[config.mk]
export PLATFORM = sky130hd
export DESIGN_NAME = handle_slot_table
export DESIGN_NICKNAME = d
export VERILOG_FILES = /design/src/rtl/hst_pkg.sv /design/src/rtl/hst_ram.sv /design/src/rtl/hst_seq.sv /design/src/rtl/handle_slot_table.sv
export SDC_FILE = /design/constraint.sdc
export NUM_CORES = 2
export LEC_CHECK = 0
export BUFFER_PORTS_ARGS = -buffer_cell sky130_fd_sc_hd__buf_2
export CAP_MARGIN = 15
export CORE_MARGIN = 4
export CORE_UTILIZATION = 40
export DETAILED_ROUTE_END_ITERATION = 8
export HOLD_SLACK_MARGIN = 0.03
export PLACE_DENSITY = 0.58
export SLEW_MARGIN = 20
export SYNTH_ARGS = -nofsm -noshare
export SYNTH_HDL_FRONTEND = slang
export SYNTH_SLANG_ARGS = --single-unit
[constraint.sdc]
create_clock -name clk -period 20.4 [get_ports clk]
set_clock_uncertainty 0.1 [all_clocks]
set_input_delay 5.1 -clock clk [delete_from_list [all_inputs] [get_ports clk]]
set_output_delay 5.1 -clock clk [all_outputs]
set_load 0.005 [all_outputs]
[src/rtl/hst_pkg.sv]
// Package for the handle slot table: payload structs, request and status codes,
// sequencer state encoding. No dependencies.
package hst_pkg;

  localparam int VALUE_W = 64;
  localparam int INDEX_W = 6;
  localparam int COUNT_W = 7;

  typedef enum logic [1:0] {
    REQ_PUSH   = 2'd0,
    REQ_GET    = 2'd1,
    REQ_REMOVE = 2'd2,
    REQ_CLEAR  = 2'd3
  } req_t;

  typedef enum logic [1:0] {
    STAT_OK    = 2'd0,
    STAT_FULL  = 2'd1,
    STAT_RANGE = 2'd2
  } status_t;

  typedef struct packed {
    req_t                 req_type;
    logic [INDEX_W-1:0]   slot_index;
    logic [VALUE_W-1:0]   push_value;
  } hst_in_t;

  typedef struct packed {
    logic [INDEX_W-1:0]   result_index;
    logic [VALUE_W-1:0]   result_value;
    status_t              status;
    logic [COUNT_W-1:0]   live_count;
  } hst_out_t;

  typedef enum logic [2:0] {
    ST_INIT,   // clearing pass after reset
    ST_IDLE,
    ST_SCAN,   // free-slot search for a push
    ST_READ,   // slot read for get or remove
    ST_GET,
    ST_REM,
    ST_CLEAR,  // clear sweep
    ST_RESP
  } state_t;

endpackage

[src/rtl/hst_ram.sv]
// Generic simple dual-port RAM: one write port, one read port, registered read.
// No dependencies.
module hst_ram #(
  parameter int WIDTH = 64,
  parameter int DEPTH = 64
) (
  input  logic                     clk,
  input  logic                     we,
  input  logic [$clog2(DEPTH)-1:0] waddr,
  input  logic [WIDTH-1:0]         wdata,
  input  logic                     re,
  input  logic [$clog2(DEPTH)-1:0] raddr,
  output logic [WIDTH-1:0]         rdata
);

  logic [WIDTH-1:0] mem [DEPTH];

  // write port
  always_ff @(posedge clk) begin
    if (we) begin
      mem[waddr] <= wdata;
    end
  end

  // registered read port
  always_ff @(posedge clk) begin
    if (re) begin
      rdata <= mem[raddr];
    end
  end

endmodule

[src/rtl/hst_seq.sv]
// Request sequencer for the handle slot table: FSM, count and hint registers,
// and all read-modify-write traffic to the slot RAM. Depends on hst_pkg.
module hst_seq
  import hst_pkg::*;
#(
  parameter int SLOTS = 64
) (
  input  logic                          clk,
  input  logic                          rst_n,
  input  logic                          in_valid,
  input  hst_in_t                       in_data,
  output logic                          in_ready,
  input  logic [VALUE_W-1:0]            marker,
  output logic                          res_valid,
  input  logic                          res_ready,
  output hst_out_t                      res_data,
  output logic                          mem_we,
  output logic [$clog2(SLOTS)-1:0]      mem_waddr,
  output logic [VALUE_W-1:0]            mem_wdata,
  output logic                          mem_re,
  output logic [$clog2(SLOTS)-1:0]      mem_raddr,
  input  logic [VALUE_W-1:0]            mem_rdata
);

  localparam int AW = $clog2(SLOTS);
  localparam int HW = $clog2(SLOTS + 1);
  localparam int CW = (HW > COUNT_W) ? HW : COUNT_W;
  localparam logic [HW-1:0] SLOTS_H = HW'(SLOTS);
  localparam logic [AW-1:0] LAST_A  = AW'(SLOTS - 1);

  state_t           state_r,   state_nxt;
  hst_in_t          req_r,     req_nxt;
  logic [HW-1:0]    issue_r,   issue_nxt;
  logic [AW-1:0]    chk_r,     chk_nxt;
  logic             chk_v_r,   chk_v_nxt;
  logic [AW-1:0]    clr_r,     clr_nxt;
  logic [VALUE_W-1:0] clr_val_r, clr_val_nxt;
  logic [HW-1:0]    cnt_r,     cnt_nxt;
  logic [HW-1:0]    hint_r,    hint_nxt;
  hst_out_t         res_r,     res_nxt;

  logic             accept;
  logic             hit;
  logic             issue_lt;
  logic             clr_last;
  logic             in_range;
  logic [CW-1:0]    in_idx_ext;
  logic [CW-1:0]    req_idx_ext;
  logic [AW-1:0]    req_addr;

  // index and count as they appear on the result fields
  function automatic logic [INDEX_W-1:0] to_index(input logic [AW-1:0] a);
    logic [CW-1:0] e;
    e = CW'(a);
    return e[INDEX_W-1:0];
  endfunction

  function automatic logic [COUNT_W-1:0] to_count(input logic [HW-1:0] c);
    logic [CW-1:0] e;
    e = CW'(c);
    return e[COUNT_W-1:0];
  endfunction

  assign accept      = in_valid && in_ready;
  assign hit         = (mem_rdata == marker);
  assign issue_lt    = (issue_r < SLOTS_H);
  assign clr_last    = (clr_r == LAST_A);
  assign in_idx_ext  = CW'(in_data.slot_index);
  assign in_range    = (in_idx_ext < CW'(SLOTS));
  assign req_idx_ext = CW'(req_r.slot_index);
  assign req_addr    = req_idx_ext[AW-1:0];
  assign res_data    = res_r;

  // next state
  always_comb begin
    state_nxt = state_r;
    case (state_r)
      ST_INIT: begin
        if (clr_last) state_nxt = ST_IDLE;
      end
      ST_IDLE: begin
        if (accept) begin
          case (in_data.req_type)
            REQ_PUSH:  state_nxt = ST_SCAN;
            REQ_CLEAR: state_nxt = ST_CLEAR;
            default:   state_nxt = in_range ? ST_READ : ST_RESP;
          endcase
        end
      end
      ST_READ: begin
        state_nxt = (req_r.req_type == REQ_GET) ? ST_GET : ST_REM;
      end
      ST_GET:  state_nxt = ST_RESP;
      ST_REM:  state_nxt = ST_RESP;
      ST_SCAN: begin
        if ((chk_v_r && hit) || (!chk_v_r && !issue_lt)) state_nxt = ST_RESP;
      end
      ST_CLEAR: begin
        if (clr_last) state_nxt = ST_RESP;
      end
      ST_RESP: begin
        if (res_ready) state_nxt = ST_IDLE;
      end
      default: state_nxt = ST_INIT;
    endcase
  end

  // handshake and RAM control
  always_comb begin
    in_ready  = 1'b0;
    res_valid = 1'b0;
    mem_we    = 1'b0;
    mem_waddr = req_addr;
    mem_wdata = marker;
    mem_re    = 1'b0;
    mem_raddr = req_addr;
    case (state_r)
      ST_IDLE: in_ready = rst_n;
      ST_READ: mem_re = 1'b1;
      ST_REM:  mem_we = 1'b1;
      ST_SCAN: begin
        mem_re    = issue_lt;
        mem_raddr = issue_r[AW-1:0];
        mem_we    = chk_v_r && hit;
        mem_waddr = chk_r;
        mem_wdata = req_r.push_value;
      end
      ST_INIT, ST_CLEAR: begin
        mem_we    = 1'b1;
        mem_waddr = clr_r;
        mem_wdata = clr_val_r;
      end
      ST_RESP: res_valid = 1'b1;
      default: ;
    endcase
  end

  // datapath next values
  always_comb begin
    req_nxt     = req_r;
    issue_nxt   = issue_r;
    chk_nxt     = chk_r;
    chk_v_nxt   = chk_v_r;
    clr_nxt     = clr_r;
    clr_val_nxt = clr_val_r;
    cnt_nxt     = cnt_r;
    hint_nxt    = hint_r;
    res_nxt     = res_r;
    case (state_r)
      ST_IDLE: begin
        if (accept) begin
          req_nxt   = in_data;
          issue_nxt = hint_r;
          chk_v_nxt = 1'b0;
          clr_nxt   = '0;
          clr_val_nxt = marker;
          // default result: nothing found, marker as value
          res_nxt.result_index = '0;
          res_nxt.result_value = marker;
          res_nxt.status       = STAT_OK;
          res_nxt.live_count   = to_count(cnt_r);
          if (in_data.req_type != REQ_PUSH && in_data.req_type != REQ_CLEAR
              && !in_range) begin
            res_nxt.status = STAT_RANGE;
          end
        end
      end
      ST_GET: begin
        res_nxt.result_value = mem_rdata;
      end
      ST_REM: begin
        if (!hit && cnt_r != '0) cnt_nxt = cnt_r - 1'b1;
        if (HW'(req_addr) < hint_r) hint_nxt = HW'(req_addr);
        res_nxt.result_value = mem_rdata;
        res_nxt.live_count   = to_count(cnt_nxt);
      end
      ST_SCAN: begin
        // one read issued and one slot checked per cycle
        if (issue_lt) issue_nxt = issue_r + 1'b1;
        chk_nxt   = issue_r[AW-1:0];
        chk_v_nxt = issue_lt;
        if (chk_v_r && hit) begin
          if (req_r.push_value != marker && cnt_r < SLOTS_H) cnt_nxt = cnt_r + 1'b1;
          hint_nxt = HW'(chk_r) + 1'b1;
          res_nxt.result_index = to_index(chk_r);
          res_nxt.live_count   = to_count(cnt_nxt);
        end else if (!chk_v_r && !issue_lt) begin
          res_nxt.status = STAT_FULL;
        end
      end
      ST_INIT, ST_CLEAR: begin
        clr_nxt  = clr_r + 1'b1;
        cnt_nxt  = '0;
        hint_nxt = '0;
        res_nxt.live_count = '0;
      end
      default: ;
    endcase
  end

  // control registers
  always_ff @(posedge clk) begin
    if (!rst_n) begin
      state_r   <= ST_INIT;
      clr_r     <= '0;
      clr_val_r <= '0;
      cnt_r     <= '0;
      hint_r    <= '0;
      chk_v_r   <= 1'b0;
    end else begin
      state_r   <= state_nxt;
      clr_r     <= clr_nxt;
      clr_val_r <= clr_val_nxt;
      cnt_r     <= cnt_nxt;
      hint_r    <= hint_nxt;
      chk_v_r   <= chk_v_nxt;
    end
  end

  // payload registers
  always_ff @(posedge clk) begin
    req_r   <= req_nxt;
    issue_r <= issue_nxt;
    chk_r   <= chk_nxt;
    res_r   <= res_nxt;
  end

endmodule

[src/rtl/handle_slot_table.sv]
// Handle slot table: one request in, one result out. A push scans from the free
// hint to the first free slot (one slot checked per cycle, RAM read port). A new
// request can be taken in the cycle after the last result leaves the sequencer.
// After rst_n (synchronous, active low) a clearing pass writes zero to all SLOTS
// entries, one per cycle; in_ready stays low until the pass is done.
module handle_slot_table
  import hst_pkg::*;
#(
  parameter int SLOTS = 64
) (
  input  logic                clk,
  input  logic                rst_n,
  input  logic                in_valid,
  output logic                in_ready,
  input  hst_in_t             in_data,
  output logic                out_valid,
  input  logic                out_ready,
  output hst_out_t            out_data,
  input  logic                cfg_we,
  input  logic [VALUE_W-1:0]  cfg_wdata
);

  localparam int AW = $clog2(SLOTS);

  logic [VALUE_W-1:0] marker_r;
  logic               out_valid_r, out_valid_nxt;
  hst_out_t           out_data_r;
  logic               res_valid;
  logic               res_ready;
  hst_out_t           res_data;
  logic               mem_we;
  logic [AW-1:0]      mem_waddr;
  logic [VALUE_W-1:0] mem_wdata;
  logic               mem_re;
  logic [AW-1:0]      mem_raddr;
  logic [VALUE_W-1:0] mem_rdata;

  // empty marker register
  always_ff @(posedge clk) begin
    if (!rst_n) begin
      marker_r <= '0;
    end else if (cfg_we) begin
      marker_r <= cfg_wdata;
    end
  end

  hst_seq #(.SLOTS(SLOTS)) u_seq (
    .clk       (clk),
    .rst_n     (rst_n),
    .in_valid  (in_valid),
    .in_data   (in_data),
    .in_ready  (in_ready),
    .marker    (marker_r),
    .res_valid (res_valid),
    .res_ready (res_ready),
    .res_data  (res_data),
    .mem_we    (mem_we),
    .mem_waddr (mem_waddr),
    .mem_wdata (mem_wdata),
    .mem_re    (mem_re),
    .mem_raddr (mem_raddr),
    .mem_rdata (mem_rdata)
  );

  hst_ram #(.WIDTH(VALUE_W), .DEPTH(SLOTS)) u_store (
    .clk   (clk),
    .we    (mem_we),
    .waddr (mem_waddr),
    .wdata (mem_wdata),
    .re    (mem_re),
    .raddr (mem_raddr),
    .rdata (mem_rdata)
  );

  // output register: takes a result whenever it is empty or being drained
  assign res_ready = !out_valid_r || out_ready;

  always_comb begin
    out_valid_nxt = out_valid_r;
    if (res_valid && res_ready) out_valid_nxt = 1'b1;
    else if (out_ready)         out_valid_nxt = 1'b0;
  end

  always_ff @(posedge clk) begin
    if (!rst_n) begin
      out_valid_r <= 1'b0;
    end else begin
      out_valid_r <= out_valid_nxt;
    end
  end

  always_ff @(posedge clk) begin
    if (res_valid && res_ready) out_data_r <= res_data;
  end

  assign out_valid = out_valid_r;
  assign out_data  = out_data_r;

endmodule

==> metrics.txt <==
initial antenna violation count=34; Worst-Margin Slew=1.22 ns; H-tree Lvls=5; number of synthesized flops with an enable pin=roughly 4400; hold path cells=0; Reg power frac=45.6%; grt ovf=0; crit share post-route=55.4%; Net Sw Frac=32.8%; vias per cell=between 6 and 7; Cells after Synth=approximately 11000; Post-synth ARST share=0%; Worst-Skew Late Latency=1.06 ns; CP required=15.20 ns; Crit Path Class=input port to output port; commonest cells in the netlist=4401 x edfxtp_1, 1474 x nand2_1, 787 x a21oi_1; reg2reg setup slack=around 13 ns; R2R depth=14; part of the Yosys area used for sequential elements=about 76%; final setup vio count=0; Worst slew margin=18.4%; GP Congestion=between 0.8 and 0.9; final antenna-violating net count=0; Starting Density=about two fifths; CTS Buffer Depth=4; fraction of layout cells with a size suffix above 1=17.5%; cell area after synthesis=around 0.18 mm²; total CTS buffers=between 400 and 500; combinational power share=between 20% and 30%; hold buffers post-CTS=0; nets=11300; number of gates resized after CTS=0; CP startpoint=rst_n; Worst R2R Start=u_seq.state_r[2]; vias in the first global route=roughly 100k; gr usage total=25.2%; Ports=approximately 220; Chip Height=676 µm; RSZ-0062 raised after global routing=false; CP endpoint=in_ready; Setup crit start kind=input port; WL per Instance=34.0 µm; I/O Buffers=between 200 and 250; Internal=0.0189 W; max-slew violation count=0; Post-CTS Setup Bufs=0; synthesis-stage register bit count=4554; CTS tree=done; post-synth cell types=78; most common cell in the synthesized netlist=edfxtp_1; worst flop-to-flop path endpoint=u_store.rdata[46]; crit end category=output port; Fmax=a little under 0.09 GHz; Hold Vio Cnt, Final=0; Main synth FF type=edfxtp_1; Power Density=139 mW/mm²; NetSw=0.00925 W; min Tclk post-route=11.30 ns; post-synthesis average cell area=16.5 µm²; Critical Path AT=6.10 ns; first-pass GRT wire length=812000 µm; area leader, netlist=edfxtp_1; Clock transition at path regs=around 0.060 ns; Die Area=0.457 mm²; setup TNS=0 ns; Initial DRT Pass Iterations=6; Post-DP HPWL=326000 µm; clock share of power=between 20% and 30%; core area=0.445 mm²; total power=0.0282 W; clk root buf=clkbuf_16; largest net degree at the start of global routing=121; die width=676 µm; syn_nets=11000; Initial DRC Count=15100; Warnings, synthesis=0; Post-Route WL=592000 µm; top cells by area, synth=edfxtp_1 74%, mux4_2 5.0%, nand2_1 3.1%; static leakage=67.1 nW; vias after detailed routing=between 100k and 150k; crit path max fanout=31; HP Class=flip-flop to flip-flop; Yosys top cell area share=roughly three quarters; cell row count=245; Area growth syn-to-layout=13.5%; Peak VDD IR=121 µV; CTS sink count=4554; max cap viols=0; DRC=0; run status=finished, final reports clean
[final cells by class]
cell class              instances  area [µm²]
diodes                         12        30.0
clock buffers                 534       11700
clock inverters               279        2560
fillers                     38200      242000
inverters                      67         256
multi-input cells            5472       41200
flip-flops and latches       4554      135000
well taps                    5928        7420
repair buffers                590        4320
[worst max-delay path: stages]
cell and delay (ns):
buf_2 0.08, buf_4 0.41, and3_1 0.35, buf_2 0.16
[logic make-up (layout without fill, tap and decap cells)]
logic type	Yosys count	count (layout)	share of synthesized area (%)
AO/OA/AOI/OAI	1939	1939	7.21
XOR/XNOR	143	143	0.701
adder cells (fa/ha/maj)	11	11	0.0771
buffers and inverters	821	1470	2.11
flip-flops	4554	4554	75.7
multiplexers	1018	1018	8.62
other	1	13	0.00210
AND/OR/NAND/NOR	2360	2360	5.54
[sequential cells by signal (all words and copies together), names as in the netlist]
name,flops
marker_r,64
out_data,78
out_valid,1
u_seq.chk_r,6
u_seq.chk_v_r,1
u_seq.clr_r,6
u_seq.clr_val_r,64
u_seq.cnt_r,7
u_seq.hint_r,7
u_seq.issue_r,7
u_seq.req_addr,6
u_seq.req_r,66
u_seq.res_data,78
u_seq.state_r,3
u_store.mem,4096
u_store.rdata,64
[metal layers]
metal	vias up	GRT usage [%]	wire length (µm)
li1	43200	-	-
met1	56000	34.7	229000
met2	6725	39.6	273000
met3	1181	5.25	66200
met4	8	9.12	23400
met5	-	0	54
[per-stage QoR]
step	hold WS, ns	setup WS (ns)	cells	utilization, %	instance area, µm²
6_report	0.279	9.10	17400	45.5	203000
4_1_cts	0.263	9.10	17400	45.5	202000
2_1_floorplan	0.300	9.65	10800	-	179000
3_5_place_dp	0.305	9.10	16600	42.3	188000
5_1_grt	0.273	9.06	17400	45.5	203000
3_3_place_gp	0.307	9.12	16600	42.2	188000
[power by group through the flow]
stage / Sequential [W] / Clock (W) / Combinational, W
2_1_floorplan: 0.0131 / 0 / 0.00387
3_3_place_gp: 0.0130 / 0 / 0.00685
3_5_place_dp: 0.0130 / 0 / 0.00707
4_1_cts: 0.0128 / 0.00821 / 0.00709
5_1_grt: 0.0129 / 0.00859 / 0.00754
6_report: 0.0129 / 0.00812 / 0.00721
[worst min-delay path by stage]
stage                     slack (ns)               start            to
after floorplan                 0.30   u_seq.res_data[0]   out_data[0]
after global placement          0.31  u_seq.res_data[10]  out_data[10]
after detailed placement        0.30  u_seq.res_data[48]  out_data[48]
after CTS                       0.26  u_seq.res_data[48]  out_data[48]
after global routing            0.27  u_seq.res_data[48]  out_data[48]
final                           0.28  u_seq.res_data[48]  out_data[48]
[placed cells by master (no fill, tap or decap), drive strengths merged, types with 62 or more instances in the layout]
cell,synthesis,final
nand3,480,480
a32oi,62,62
mux2,220,220
dfxtp,153,153
nor2,248,248
clkbuf,374,534
buf,380,590
o22ai,167,167
mux2i,405,405
a221oi,187,187
a21o,67,67
o21ai,106,106
clkinv,2,212
xor2,135,135
mux4,393,393
a211oi,128,128
o2111ai,77,77
nand2,1474,1474
inv,65,81
a21oi,789,789
edfxtp,4401,4401
Power figures use the tool's default switching activity.
